===== src/sv/bbr_pkg.sv =====
// Shared types and constants for the supply brown-out backlight ramp block.
`default_nettype none

package bbr_pkg;

    localparam int MV_W       = 14;
    localparam int TIME_W     = 32;
    localparam int INTERVAL_W = 16;
    localparam int LEVEL_W    = 8;
    localparam int MODE_W     = 2;
    localparam int CFG_IDX_W  = 3;
    localparam int CFG_DATA_W = 16;

    // brightness mode codes; the fourth code selects the night target
    localparam logic [MODE_W-1:0] MODE_DAY   = 2'd0;
    localparam logic [MODE_W-1:0] MODE_DUSK  = 2'd1;
    localparam logic [MODE_W-1:0] MODE_NIGHT = 2'd2;
    localparam logic [MODE_W-1:0] MODE_SPARE = 2'd3;

    typedef enum logic [1:0] {
        ACT_NONE    = 2'd0,
        ACT_REDUCE  = 2'd1,
        ACT_STEP    = 2'd2,
        ACT_RESTORE = 2'd3
    } action_t;

    typedef enum logic [CFG_IDX_W-1:0] {
        REG_LOW_THRESHOLD     = 3'd0,
        REG_RECOVER_THRESHOLD = 3'd1,
        REG_CHECK_INTERVAL    = 3'd2,
        REG_LEVEL_DAY         = 3'd3,
        REG_LEVEL_DUSK        = 3'd4,
        REG_LEVEL_NIGHT       = 3'd5,
        REG_RAMP_STEP         = 3'd6,
        REG_RAMP_INTERVAL     = 3'd7
    } cfg_index_t;

    typedef struct packed {
        logic [MV_W-1:0]       low_threshold_mv;
        logic [MV_W-1:0]       recover_threshold_mv;
        logic [INTERVAL_W-1:0] check_interval_ms;
        logic [LEVEL_W-1:0]    level_day;
        logic [LEVEL_W-1:0]    level_dusk;
        logic [LEVEL_W-1:0]    level_night;
        logic [LEVEL_W-1:0]    ramp_step;
        logic [INTERVAL_W-1:0] ramp_interval_ms;
    } cfg_t;

    localparam cfg_t CFG_RESET = '{
        low_threshold_mv:     14'd4500,
        recover_threshold_mv: 14'd4750,
        check_interval_ms:    16'd500,
        level_day:            8'd255,
        level_dusk:           8'd120,
        level_night:          8'd30,
        ramp_step:            8'd10,
        ramp_interval_ms:     16'd100
    };

    typedef struct packed {
        logic [MV_W-1:0]   vbus_mv;
        logic [TIME_W-1:0] now_ms;
        logic [MODE_W-1:0] current_mode;
    } in_item_t;

    typedef struct packed {
        action_t            action;
        logic [LEVEL_W-1:0] ramp_level;
    } out_item_t;

endpackage

`default_nettype wire


===== src/sv/vbus_brownout_backlight_ramp_top.sv =====
// Top level of the supply brown-out backlight ramp block: item stages and ports.
//
// Usage:
//   s_valid/s_ready/s_data carry one item: a supply sample in mV, a wrapping
//   ms timestamp and the current brightness mode. m_valid/m_ready/m_data
//   return exactly one result item per input item: an action code
//   (none, reduce, step, restore) and the ramp level after the update.
//   cfg_wr_en/cfg_index/cfg_wdata write one of the eight setup registers,
//   chosen by cfg_index, per write; write them only while no item is in flight.
// Path: an accepted item is held in the item register; its result is then
//   registered in the result register, which drives m_valid, and waits
//   there until it is taken.
// Throughput: one item per cycle while m_ready is high. The state update is
//   a single pass of compares and one 9-bit add between the item register
//   and the result register, so the next item sees the new state immediately.
// Reset (aresetn low, synchronous): both stages empty, timestamps, flags,
//   saved mode and level cleared, registers back to their defaults.
// Stall: while m_ready is low the result holds; the item register still
//   takes one more item, then s_ready drops until the result is taken.
`default_nettype none

module vbus_brownout_backlight_ramp_top
    import bbr_pkg::*;
(
    input  wire logic                  aclk,
    input  wire logic                  aresetn,
    input  wire logic                  s_valid,
    output logic                       s_ready,
    input  in_item_t                   s_data,
    output logic                       m_valid,
    input  wire logic                  m_ready,
    output out_item_t                  m_data,
    input  wire logic                  cfg_wr_en,
    input  wire logic [CFG_IDX_W-1:0]  cfg_index,
    input  wire logic [CFG_DATA_W-1:0] cfg_wdata
);

    cfg_t      cfg;
    in_item_t  in_item_reg;
    logic      in_valid_reg;
    out_item_t out_item_reg;
    logic      out_valid_reg;
    out_item_t result;
    logic      advance;

    // move the held item into the result register when that slot frees up
    assign advance = in_valid_reg && (!out_valid_reg || m_ready);
    assign s_ready = !in_valid_reg || advance;

    bbr_cfg u_cfg (
        .aclk      (aclk),
        .aresetn   (aresetn),
        .cfg_wr_en (cfg_wr_en),
        .cfg_index (cfg_index),
        .cfg_wdata (cfg_wdata),
        .cfg       (cfg)
    );

    bbr_core u_core (
        .aclk    (aclk),
        .aresetn (aresetn),
        .cfg     (cfg),
        .advance (advance),
        .item    (in_item_reg),
        .result  (result)
    );

    // item register: load on accept, drop once forwarded
    always_ff @(posedge aclk) begin
        if (!aresetn) begin
            in_valid_reg <= 1'b0;
        end else if (s_ready) begin
            in_valid_reg <= s_valid;
        end
    end

    always_ff @(posedge aclk) begin
        if (s_valid && s_ready) begin
            in_item_reg <= s_data;
        end
    end

    // result register: hold while the receiver stalls
    always_ff @(posedge aclk) begin
        if (!aresetn) begin
            out_valid_reg <= 1'b0;
        end else if (advance) begin
            out_valid_reg <= 1'b1;
        end else if (m_ready) begin
            out_valid_reg <= 1'b0;
        end
    end

    always_ff @(posedge aclk) begin
        if (advance) begin
            out_item_reg <= result;
        end
    end

    assign m_valid = out_valid_reg;
    assign m_data  = out_item_reg;

    a_item_moves_on: assert property (@(posedge aclk) disable iff (!aresetn)
        (in_valid_reg && !out_valid_reg) |=> out_valid_reg)
        else $error("held item did not reach the result register");

    a_full_blocks_input: assert property (@(posedge aclk) disable iff (!aresetn)
        (in_valid_reg && out_valid_reg && !m_ready) |-> !s_ready)
        else $error("input taken while both stages are full");

    a_reset_empties: assert property (@(posedge aclk)
        !aresetn |=> (!in_valid_reg && !out_valid_reg))
        else $error("stages not empty after reset");

endmodule

`default_nettype wire


===== src/sv/bbr_cfg.sv =====
// Configuration register file for the brown-out backlight ramp block.
`default_nettype none

module bbr_cfg
    import bbr_pkg::*;
(
    input  wire logic                  aclk,
    input  wire logic                  aresetn,
    input  wire logic                  cfg_wr_en,
    input  wire logic [CFG_IDX_W-1:0]  cfg_index,
    input  wire logic [CFG_DATA_W-1:0] cfg_wdata,
    output cfg_t                       cfg
);

    cfg_t cfg_reg;
    cfg_t cfg_next;

    always_comb begin
        cfg_next = cfg_reg;
        if (cfg_wr_en) begin
            unique case (cfg_index_t'(cfg_index))
                REG_LOW_THRESHOLD:     cfg_next.low_threshold_mv     = cfg_wdata[MV_W-1:0];
                REG_RECOVER_THRESHOLD: cfg_next.recover_threshold_mv = cfg_wdata[MV_W-1:0];
                REG_CHECK_INTERVAL:    cfg_next.check_interval_ms    = cfg_wdata;
                REG_LEVEL_DAY:         cfg_next.level_day            = cfg_wdata[LEVEL_W-1:0];
                REG_LEVEL_DUSK:        cfg_next.level_dusk           = cfg_wdata[LEVEL_W-1:0];
                REG_LEVEL_NIGHT:       cfg_next.level_night          = cfg_wdata[LEVEL_W-1:0];
                REG_RAMP_STEP:         cfg_next.ramp_step            = cfg_wdata[LEVEL_W-1:0];
                REG_RAMP_INTERVAL:     cfg_next.ramp_interval_ms     = cfg_wdata;
                default:               cfg_next = cfg_reg;
            endcase
        end
    end

    always_ff @(posedge aclk) begin
        if (!aresetn) begin
            cfg_reg <= CFG_RESET;
        end else begin
            cfg_reg <= cfg_next;
        end
    end

    assign cfg = cfg_reg;

endmodule

`default_nettype wire


===== src/sv/bbr_core.sv =====
// Hysteresis check and recovery ramp state with its single-pass update logic.
`default_nettype none

module bbr_core
    import bbr_pkg::*;
(
    input  wire logic aclk,
    input  wire logic aresetn,
    input  cfg_t      cfg,
    input  wire logic advance,
    input  in_item_t  item,
    output out_item_t result
);

    logic [TIME_W-1:0]  last_check_reg, last_check_next;
    logic [TIME_W-1:0]  last_step_reg, last_step_next;
    logic               voltage_low_reg, voltage_low_next;
    logic               recovering_reg, recovering_next;
    logic [MODE_W-1:0]  saved_mode_reg, saved_mode_next;
    logic [LEVEL_W-1:0] level_reg, level_next;

    logic [TIME_W-1:0]  check_elapsed;
    logic [TIME_W-1:0]  step_elapsed;
    logic [LEVEL_W-1:0] target;
    logic [LEVEL_W:0]   ramp_sum;
    action_t            action;

    always_comb begin
        last_check_next  = last_check_reg;
        last_step_next   = last_step_reg;
        voltage_low_next = voltage_low_reg;
        recovering_next  = recovering_reg;
        saved_mode_next  = saved_mode_reg;
        level_next       = level_reg;
        action           = ACT_NONE;

        // voltage check with hysteresis
        check_elapsed = item.now_ms - last_check_reg;
        if (check_elapsed >= TIME_W'(cfg.check_interval_ms)) begin
            if (!voltage_low_reg && (item.vbus_mv < cfg.low_threshold_mv)) begin
                voltage_low_next = 1'b1;
                saved_mode_next  = item.current_mode;
                level_next       = cfg.level_night;
                action           = ACT_REDUCE;
            end else if (voltage_low_reg && (item.vbus_mv >= cfg.recover_threshold_mv)) begin
                voltage_low_next = 1'b0;
                recovering_next  = 1'b1;
                last_step_next   = item.now_ms;
            end
            last_check_next = item.now_ms;
        end

        unique case (saved_mode_next)
            MODE_DAY:  target = cfg.level_day;
            MODE_DUSK: target = cfg.level_dusk;
            default:   target = cfg.level_night;
        endcase

        // ramp toward the saved target; the sum is kept at nine bits
        step_elapsed = item.now_ms - last_step_next;
        ramp_sum     = {1'b0, level_next} + {1'b0, cfg.ramp_step};
        if (recovering_next) begin
            if ((level_next < target) &&
                (step_elapsed >= TIME_W'(cfg.ramp_interval_ms))) begin
                level_next     = (ramp_sum < {1'b0, target}) ? ramp_sum[LEVEL_W-1:0] : target;
                last_step_next = item.now_ms;
                action         = ACT_STEP;
            end
            if (level_next >= target) begin
                recovering_next = 1'b0;
                action          = ACT_RESTORE;
            end
        end
    end

    always_ff @(posedge aclk) begin
        if (!aresetn) begin
            last_check_reg  <= '0;
            last_step_reg   <= '0;
            voltage_low_reg <= 1'b0;
            recovering_reg  <= 1'b0;
            saved_mode_reg  <= MODE_DAY;
            level_reg       <= '0;
        end else if (advance) begin
            last_check_reg  <= last_check_next;
            last_step_reg   <= last_step_next;
            voltage_low_reg <= voltage_low_next;
            recovering_reg  <= recovering_next;
            saved_mode_reg  <= saved_mode_next;
            level_reg       <= level_next;
        end
    end

    assign result.action     = action;
    assign result.ramp_level = level_next;

    a_restore_ends_ramp: assert property (@(posedge aclk) disable iff (!aresetn)
        (advance && (action == ACT_RESTORE)) |=> !recovering_reg)
        else $error("restore left the ramp running");

    a_reduce_marks_low: assert property (@(posedge aclk) disable iff (!aresetn)
        (advance && (action == ACT_REDUCE)) |=>
            (voltage_low_reg && (level_reg == $past(cfg.level_night))))
        else $error("reduce did not mark the supply low at the night level");

    a_step_stamps_time: assert property (@(posedge aclk) disable iff (!aresetn)
        (advance && (action == ACT_STEP)) |=> (last_step_reg == $past(item.now_ms)))
        else $error("step did not record its timestamp");

endmodule

`default_nettype wire

===== config.mk =====
export PLATFORM = sky130hd
export DESIGN_NAME = vbus_brownout_backlight_ramp_top
export DESIGN_NICKNAME = d
export VERILOG_FILES = /design/src/sv/bbr_pkg.sv /design/src/sv/vbus_brownout_backlight_ramp_top.sv /design/src/sv/bbr_cfg.sv /design/src/sv/bbr_core.sv
export SDC_FILE = /design/constraint.sdc
export NUM_CORES = 1
export LEC_CHECK = 0
export BUFFER_PORTS_ARGS = -buffer_cell sky130_fd_sc_hd__buf_2
export CORE_UTILIZATION = 63
export DETAILED_ROUTE_END_ITERATION = 8
export GPL_TIMING_DRIVEN = 0
export MAX_ROUTING_LAYER = met4
export PLACE_DENSITY_LB_ADDON = 0.25
export RECOVER_POWER = 25
export SETUP_SLACK_MARGIN = 0.02
export SYNTH_ARGS = -nofsm -noshare
export SYNTH_HDL_FRONTEND = slang
export SYNTH_SLANG_ARGS = --single-unit

===== constraint.sdc =====
create_clock -name aclk -period 13.61 [get_ports aclk]
set_input_delay 0.6805 -clock aclk [delete_from_list [all_inputs] [get_ports aclk]]
set_output_delay 0.6805 -clock aclk [all_outputs]
set_load 0.05 [all_outputs]

==> impl_results.md, run 1 <==
* Worst setup SP type: flip-flop
* Clk_skew at 0.01210 ns
* Critical Path End Type: flip-flop
* Initial antenna violation count at 0
* Cells after Synth at 1890
* Placed Cells at 2283
* Status: complete, no violations
* IO buf count at 73
* Die W at 158.6 um
* Syn Nets at 2118
* Clk pwr share at 37.0%
* DRC violations left at 0
* # diodes at 0
* Vias in the first global route at 13478
* Netlist cell types at 83
* Peak VDD IR at 0.1129 mV
* Max reg flops at 92
* Num CTS Buffers at 25
* Min cycle time layout at 12.97 ns
* I/O pins at 84
* Clock root buffer: clkbuf_16
* Post-CTS Resized at 0
* Fraction of layout cells with a size suffix above 1 at 9.055%
* DP Worst Slack at 0.1511 ns
* Post-CTS setup buffers at 0
* Synthesized area at 15450 um2
* Switching power at 602.1 uW
* Clock Sinks at 228
* Post-Layout Cell Count at 2329
* Post-Route Setup TNS at 0 ns
* Max stage delay on crit path at 0.50 ns
* Fin crit share at 95.28%
* Switch share at 31.37%
* Final layout net count at 2219
* Rows at 56
* Setup violators final at 0
* Final Hold Vio Count at 0
* Leading cell types by count after synthesis: nand2_1 (325), a21oi_1 (240), dfxtp_1 (170), ha_1 (153), inv_1 (142)
* Req. time, crit path at 13.88 ns
* DRT antenna net count at 0
* Fin util at 72.13%
* Gr usage total at 36.75%
* Yosys warnings at 0
* Vias per inst at 6.270
* CTS H-tree depth at 1
* DP HPWL at 33770 um
* Placeable Area at 23750 um2
* Most area-consuming cells after synthesis: dfxtp_1 (22%), ha_1 (12%), edfxtp_1 (11%), nand2_1 (7.9%), a21oi_1 (7.8%)
* Buf+Inv Stages, Crit Path at 2
* Area growth syn-to-layout at 10.91%
* Top-area cell type share of the netlist area at 22.03%
* Total number of vias at 14602
* Worst setup margin at 0.6417 ns
* Die Area at 25150 um2
* Setup CP Type: flip-flop to flip-flop
* Top-count cell post-synth: nand2_1
* Wirelength per Cell at 19.05 um
* Pwr Total at 1.919 mW
* Clk_lat worst skew at 0.54 ns
* Clock buffer depth at 3
* Power Density at 112.0 nW/um2
* Seq cells post-synth at 228
* Max-cap violations at 0
* Sequential cell area fraction in the yosys report at 33.31%
* Placed cell area at 16230 um2
* Worst path top cell family by delay: compound AO/OA/AOI/OAI gates
* Number of flops mapped to enable cells by yosys at 58
* Critical path fanouts, max at 10
* Sequential share of power at 38.9%
* Combinational share of power at 24.2%
* Cell taking the most area after synthesis: dfxtp_1
* Crit-path slowest cell: a2111oi_2
* Leak at 6.838 nW
* Max-slew violation count at 0
* Wirelength, routed at 44360 um
* Initial core utilization at 65.03%
* Gr ovfl total at 0
* CTS Hold Bufs at 0
* CTS tree: done
* Internal cell power at 1.317 mW
* Async set or reset register ratio after synthesis at 0%
* Relative slew slack at 6.874%
* Arrival @ worst endpoint at 13.24 ns
* Initial DRT Pass Iterations at 7
* Hold Crit Class: primary input to flip-flop
* Largest net degree at the start of global routing at 33
* Die Ht at 158.6 um
* Hold Slack at 0.3123 ns
* First-pass GRT wire length at 70030 um
* Slew @ Worst Pin at 1.386 ns
* Clock transition at the registers of the reported paths at 0.07 ns
* Final GP Congestion at 0.9785
* Ys flop type: dfxtp_1
* Post-route cell area at 17130 um2
* Syn_area_per_cell at 8.173 um2
* Layout fillers at 1881
* Violation count after the first detailed-route iteration at 1438
* Fmax achieved at 77.11 MHz
routing by layer:
metal / GRT usage [%] / wire length (um)
met5: - / 0
met4: 10.35 / 1082
met3: 3.157 / 3187
met2: 58.21 / 20240
met1: 50.28 / 19850
path summary, 6_finish.rpt:
| path | start | endpoint | slack [ns] | cells after the start |
|---|---|---|---|---|
| max | in_item_reg[2] | m_data[8] | 0.64 | 53 |
| min | s_data[35] | in_item_reg[35] | 0.31 | 1 |
| max reg2reg | in_item_reg[2] | m_data[8] | 0.64 | 53 |
| min reg2reg | u_core.last_check_reg[28] | u_core.last_check_reg[28] | 0.45 | 2 |
power groups by stage:
stage	logic (mW)	registers, mW	clock network (mW)
2_1_floorplan	0.328	0.757	0
3_3_place_gp	0.438	0.759	0
3_5_place_dp	0.449	0.759	0
4_1_cts	0.454	0.745	0.714
5_1_grt	0.515	0.748	0.739
6_report	0.464	0.746	0.710
cell type report:
class	instances	area (um2)	area share [%]
Buffer	95	422.9	2.468
Clock buffer	34	763.2	4.455
Clock inverter	12	116.4	0.6792
Inverter	144	540.5	3.155
Multi-Input combinational cell	1423	9365	54.66
Sequential cell	228	5145	30.03
Tap cell	319	399.1	2.330
Timing Repair Buffer	74	380.4	2.220
cell families (layout without fill, tap and decap cells):
logic type | after synthesis | in the layout | share of synthesized area (%)
simple gates | 613 | 613 | 18.22
compound gates | 552 | 552 | 23.10
buf+inv | 239 | 359 | 6.221
flops | 228 | 228 | 33.31
fa+ha+maj | 156 | 156 | 12.78
mux | 57 | 57 | 3.815
xor+xnor | 45 | 45 | 2.551
layout by cell type (no fill, tap or decap), types with 58 or more instances in the layout:
master,count
buf_2,84
o21ai_0,65
nand2_1,325
a21oi_1,239
nor2_1,60
inv_1,143
edfxtp_1,58
clkbuf_1,61
nand3_1,70
dfxtp_1,170
ha_1,153
(Power assumes the default switching activity.)
==> inputs of run 2 (changes only) <==
--- a/config.mk
+++ b/config.mk
@@ -5,7 +5,9 @@
 export SDC_FILE = /design/constraint.sdc
 export NUM_CORES = 1
 export LEC_CHECK = 0
+export ABC_AREA = 1
 export BUFFER_PORTS_ARGS = -buffer_cell sky130_fd_sc_hd__buf_2
+export CORE_ASPECT_RATIO = 0.6
 export CORE_UTILIZATION = 63
 export DETAILED_ROUTE_END_ITERATION = 8
 export GPL_TIMING_DRIVEN = 0
==> run 2 against run 1 <==
Effect of this change:
- synthesized cell count is 20% higher
- power is 5.7% higher
- clock skew is 0.0046 ns higher
- utilization is 0.89 points lower
- synthesized area is 1.7% higher
- first-iteration DRC count is 31% higher
- fmax is 12% higher
- non-clock buffer count is 16 lower
- sequential power is 1% higher
- critical path type unchanged
==> impl_results.md, run 2 <==
* Wirelength, routed at 48020 um
* Most area-consuming cells after synthesis: dfxtp_1 (22%), nand2_1 (13%), ha_1 (12%), edfxtp_1 (11%), inv_1 (8.6%)
* Arrival @ worst endpoint at 11.89 ns
* Clock transition at the registers of the reported paths at 0.07 ns
* Hold endpoint: in_item_reg[35]
* Post-CTS setup buffers at 0
* Power Density at 117.1 nW/um2
* Netlist cell types at 55
* R2R setup slack at 2.01 ns
* Relative slew slack at 22.68%
* Clock Sinks at 228
* Hold Crit Depth at 1
* CTS tree: done
* Final Hold Vio Count at 0
* Setup CP Type: flip-flop to flip-flop
* Total number of vias at 15701
* IO buf count at 78
* Peak VDD IR at 0.1236 mV
* Leading cell types by count after synthesis: nand2_1 (542), inv_1 (358), a21oi_1 (241), dfxtp_1 (170), nor2_1 (165)
* DP HPWL at 37250 um
* Seq cells post-synth at 228
* Cells after Synth at 2265
* Reg2Reg Depth at 62
* Vias per inst at 5.787
* Largest net degree at the start of global routing at 30
* Clock root buffer: clkbuf_16
* Vias in the first global route at 14425
* Top-count cell post-synth: nand2_1
* Final GP Congestion at 1.031
* Hold Crit Class: primary input to flip-flop
* Area growth syn-to-layout at 10.39%
* Crit-path slowest cell: edfxtp_1
* RSZ-0062 raised after global routing: false
* Max stage delay on crit path at 0.57 ns
* Clk_lat worst skew at 0.56 ns
* Yosys warnings at 0
* Register Area at 5145 um2
* CTS Hold Bufs at 0
* Cell taking the most area after synthesis: dfxtp_1
* Die W at 205.8 um
* Fmax achieved at 86.18 MHz
* Placeable Area at 24330 um2
* Post-Route Setup TNS at 0 ns
* Gr ovfl total at 0
* Rows at 44
* Worst setup SP type: flip-flop
* Busiest metal layer after global routing: met1
* Status: complete, no violations
* Fin crit share at 85.26%
* Fraction of layout cells with a size suffix above 1 at 7.873%
* Most frequent cell on the critical path: nand2_1
* Initial DRT Pass Iterations at 5
* Number of flops mapped to enable cells by yosys at 58
* Slew @ Worst Pin at 1.159 ns
* Worst hold start: s_data[35]
* Syn_area_per_cell at 6.933 um2
* Clk_skew at 0.01672 ns
* Gr usage total at 38.86%
* Initial core utilization at 64.54%
* FF-to-FF Start: in_item_reg[8]
* Die Area at 25580 um2
* Sequential cell area fraction in the yosys report at 32.76%
* First-pass GRT wire length at 75610 um
* Clock buffer depth at 3
* CTS H-tree depth at 1
* Die Ht at 124.3 um
* Req. time, crit path at 13.90 ns
* Worst r2r dst: m_data[8]
* Max reg flops at 92
* GR Layer Usage met2 at 53.08%
* Leak at 8.622 nW
* DRC violations left at 0
* Buf+Inv Stages, Crit Path at 7
* Syn Nets at 2493
* Top-area cell type share of the netlist area at 21.67%
* Layout fillers at 2037
* Final layout net count at 2598
* Max-cap violations at 0
* Ys flop type: dfxtp_1
* Setup violators final at 0
* Multi-input logic area at 8802 um2
* Async set or reset register ratio after synthesis at 0%
* I/O pins at 84
* Fin util at 71.24%
* Most frequent cells in the layout: nand2_1 (542), inv_1 (358), a21oi_1 (241)
* Synthesized area at 15700 um2
* Critical Path End Type: flip-flop
* Post-CTS Resized at 0
* Min cycle time layout at 11.60 ns
* Num CTS Buffers at 24
* Wirelength per Cell at 17.70 um
* Worst path top cell family by delay: simple AND/OR/NAND/NOR gates
* Most common cell after layout, fill and taps aside: nand2_1
* Initial antenna violation count at 1
* Critical path fanouts, max at 10
* Violation count after the first detailed-route iteration at 1883
* Max-slew violation count at 0
* M3 GR Usage at 9.498%
* Hold Slack at 0.2926 ns
* Met1 usage at 57.37%
* DRT antenna net count at 0
## run 2: changes by cell type after synthesis, sizes merged, moves of 14 or more
cell    before  now
o21ai       73  148
nand4       23   54
clkbuf      66   52
o211ai      45   21
nand3       71  107
mux2i       45    0
inv        143  373
a21bo       30    0
nand2b      20    0
nor2        60  174
nor2b       22    0
a21o        33    6
nand2      325  554
## run 2: layer usage
layer / vias to the layer above / wire length [um]
met5: - / 0
met4: 0 / 960
met3: 84 / 7004
met2: 822 / 18770
met1: 7199 / 21290
li1: 7596 / -
## run 2: worst max path at each step
stage | cells past startpoint | slack, ns | end | startpoint
2_1_floorplan | 65 | 5.09 | m_data[8] | in_item_reg[4]
3_3_place_gp | 64 | 2.62 | m_data[8] | in_item_reg[8]
3_5_place_dp | 65 | 2.57 | m_data[8] | in_item_reg[4]
4_1_cts | 64 | 2.39 | m_data[8] | in_item_reg[8]
5_1_grt | 63 | 1.25 | m_data[8] | in_item_reg[4]
6_report | 62 | 2.01 | m_data[8] | in_item_reg[8]
## run 2: area by class of cell
class	count	area share, %
flip-flops and latches	228	29.68
clock buffers	31	3.977
plain buffers	74	1.992
diodes	3	0.04331
clock inverters	13	0.7073
repair buffers	79	2.360
well taps	322	2.324
multi-input cells	1587	50.78
inverters	376	8.141
## run 2: metrics by stage
| step | power, mW | instances | setup slack [ns] | area, um2 |
|---|---|---|---|---|
| 3_5_place_dp | 1.337 | 2666 | 2.570 | 16520 |
| 4_1_cts | 2.013 | 2710 | 2.394 | 17330 |
| 5_1_grt | 2.129 | 2711 | 1.252 | 17330 |
| 3_3_place_gp | 1.315 | 2665 | 2.624 | 16500 |
| 6_report | 2.029 | 2713 | 2.006 | 17340 |
| 2_1_floorplan | 1.182 | 2265 | 5.089 | 15700 |
## run 2: logic make-up after synthesis
family	Yosys count	share of synthesized area [%]
AO/OA/AOI/OAI	462	16.09
adder cells (fa/ha/maj)	156	12.57
AND/OR/NAND/NOR	925	24.94
XOR/XNOR	44	2.454
flip-flops	228	32.76
buffers and inverters	450	11.19
## run 2: power by group
group / switching, mW / internal (mW)
logic: 0.385 / 0.204
clock network: 0.301 / 0.382
registers: 0.0270 / 0.730
==> inputs of run 3 (changes only) <==
--- a/config.mk
+++ b/config.mk
@@ -7,7 +7,7 @@
 export LEC_CHECK = 0
 export ABC_AREA = 1
 export BUFFER_PORTS_ARGS = -buffer_cell sky130_fd_sc_hd__buf_2
-export CORE_ASPECT_RATIO = 0.6
+export CORE_ASPECT_RATIO = 1.2
 export CORE_UTILIZATION = 63
 export DETAILED_ROUTE_END_ITERATION = 8
 export GPL_TIMING_DRIVEN = 0
==> run 3 against run 2 <==
Effect of this change:
- clock skew up 0.0029 ns
- sequential share of layout area hardly changed
- routed wire length down 3.6%
- first-iteration DRC count down 33%
- via count shrank 1.3%
- worst hold slack improved by 0.023 ns
- sequential power down 0.8%
- utilization grew 0.34 points
- non-clock buffer count unchanged
- final area about the same
- critical path depth grew 3
- cell count fell by 0.11%
- critical path type unchanged
==> impl_results.md, run 3 (synthesis gave the netlist of run 2 again) <==
* Reg2Reg Depth at 65
* Final GP Congestion at 0.9823
* DP Worst Slack at 2.814 ns
* Worst r2r dst: m_data[8]
* Hold Crit Class: primary input to flip-flop
* Worst setup path start: in_item_reg[2]
* Relative slew slack at 35.71%
* Worst setup SP type: flip-flop
* Fraction of layout cells with a size suffix above 1 at 7.615%
* Min cycle time layout at 10.95 ns
* Rows at 62
* Num CTS Buffers at 25
* CTS H-tree depth at 1
* Total number of vias at 15494
* Clock transition at the registers of the reported paths at 0.06 ns
* R2R setup slack at 2.66 ns
* Vias per inst at 5.717
* Leak at 8.597 nW
* Fmax achieved at 91.30 MHz
* CTS Hold Bufs at 0
* Die Ht at 175.0 um
* DRT antenna net count at 0
* Fin crit share at 80.47%
* DRC violations left at 0
* CTS tree: done
* Initial antenna violation count at 0
* Critical Path End Type: flip-flop
* Final layout net count at 2599
* Arrival @ worst endpoint at 11.23 ns
* Post-CTS setup buffers at 0
* Clock root buffer: clkbuf_16
* Critical path fanouts, max at 10
* Most frequent cell on the critical path: nand2_1
* Worst setup margin at 2.657 ns
* Clk_skew at 0.01963 ns
* Final Hold Vio Count at 0
* Most frequent cells in the layout: nand2_1 (542), inv_1 (358), a21oi_1 (241)
* Vias in the first global route at 14785
* Power Density at 116.7 nW/um2
* Setup CP Type: flip-flop to flip-flop
* DP HPWL at 36160 um
* Die Area at 25560 um2
* Largest net degree at the start of global routing at 31
* Violation count after the first detailed-route iteration at 1269
* Peak VDD IR at 0.1107 mV
* Max stage delay on crit path at 0.46 ns
* Worst setup path endpoint: m_data[8]
* Max reg flops at 92
* Gr ovfl total at 0
* RSZ-0062 raised after global routing: false
* Clock Sinks at 228
* Clk_lat worst skew at 0.54 ns
* Status: complete, no violations
* Die W at 146.1 um
* Max-slew violation count at 0
* FF-to-FF Start: in_item_reg[2]
* First-pass GRT wire length at 73350 um
* Wirelength, routed at 46280 um
* Area growth syn-to-layout at 10.32%
* Req. time, crit path at 13.88 ns
* Initial core utilization at 64.88%
* Clock buffer depth at 3
* Crit-path slowest cell: clkbuf_1
* # diodes at 0
* Gr usage total at 36.97%
* Placeable Area at 24200 um2
* I/O pins at 84
* Post-Route Setup TNS at 0 ns
* Slew @ Worst Pin at 0.9643 ns
* IO buf count at 78
* Initial DRT Pass Iterations at 6
* Most common cell after layout, fill and taps aside: nand2_1
* Setup violators final at 0
* Wirelength per Cell at 17.08 um
* Max-cap violations at 0
* Post-CTS Resized at 0
## run 3: cell type report
class / count / area, um2
buffer: 74 / 345.3
timing repair buffer: 79 / 404.1
fill: 2118 / 6879
inverter: 376 / 1411
multi-input combinational: 1587 / 8802
sequential: 228 / 5145
tap: 320 / 400.4
clock buffer: 34 / 689.4
clock inverter: 12 / 126.4
## run 3: power by group
| group | switching [mW] | internal (mW) |
|---|---|---|
| clock | 0.287 | 0.394 |
| combinational | 0.385 | 0.204 |
| sequential | 0.0210 | 0.730 |
| total | 0.693 | 1.33 |
## run 3: worst max-delay path, delay by kind of cell, from the launching register on
family | cells | cell delay (ns)
and+or+nand+nor | 30 | 3.14
AOI/OAI and AO/OA | 17 | 2.83
xor gates and xnor gates | 2 | 0.32
buffers and inverters | 9 | 1.89
adders and majority gates | 7 | 2.06
DFF | 1 | 0.41
## run 3: how the worst min path moves through the flow
stage | from | slack, ns | cells past startpoint | end
global route | s_data[10] | 0.31 | 1 | in_item_reg[10]
global placement | u_cfg.cfg[38] | 0.44 | 2 | u_cfg.cfg[38]
floorplan | u_cfg.cfg[37] | 0.43 | 2 | u_cfg.cfg[37]
detailed placement | u_cfg.cfg[38] | 0.44 | 2 | u_cfg.cfg[38]
CTS | s_data[10] | 0.31 | 1 | in_item_reg[10]
finish | s_data[10] | 0.32 | 1 | in_item_reg[10]
## run 3: per-layer routing
layer | share of wire [%] | up-vias | global-route usage, %
met4 | 4.7 | 0 | 17.14
met3 | 6.5 | 137 | 3.864
met5 | 0 | - | -
met1 | 38 | 7116 | 40.88
li1 | - | 7615 | -
met2 | 51 | 626 | 66.51
## run 3: metrics by stage
step                      utilization, %  area (um2)  hold slack [ns]  total power, mW  std cells
after global placement             68.15       16490           0.4379            1.321       2663
after global routing               71.58       17320           0.3091            2.120       2710
after floorplan                        -       15700           0.4294            1.182       2265
after CTS                          71.60       17330           0.3115            2.011       2710
after detailed placement           68.23       16510           0.4436            1.339       2664
final                              71.58       17320           0.3154            2.021       2710
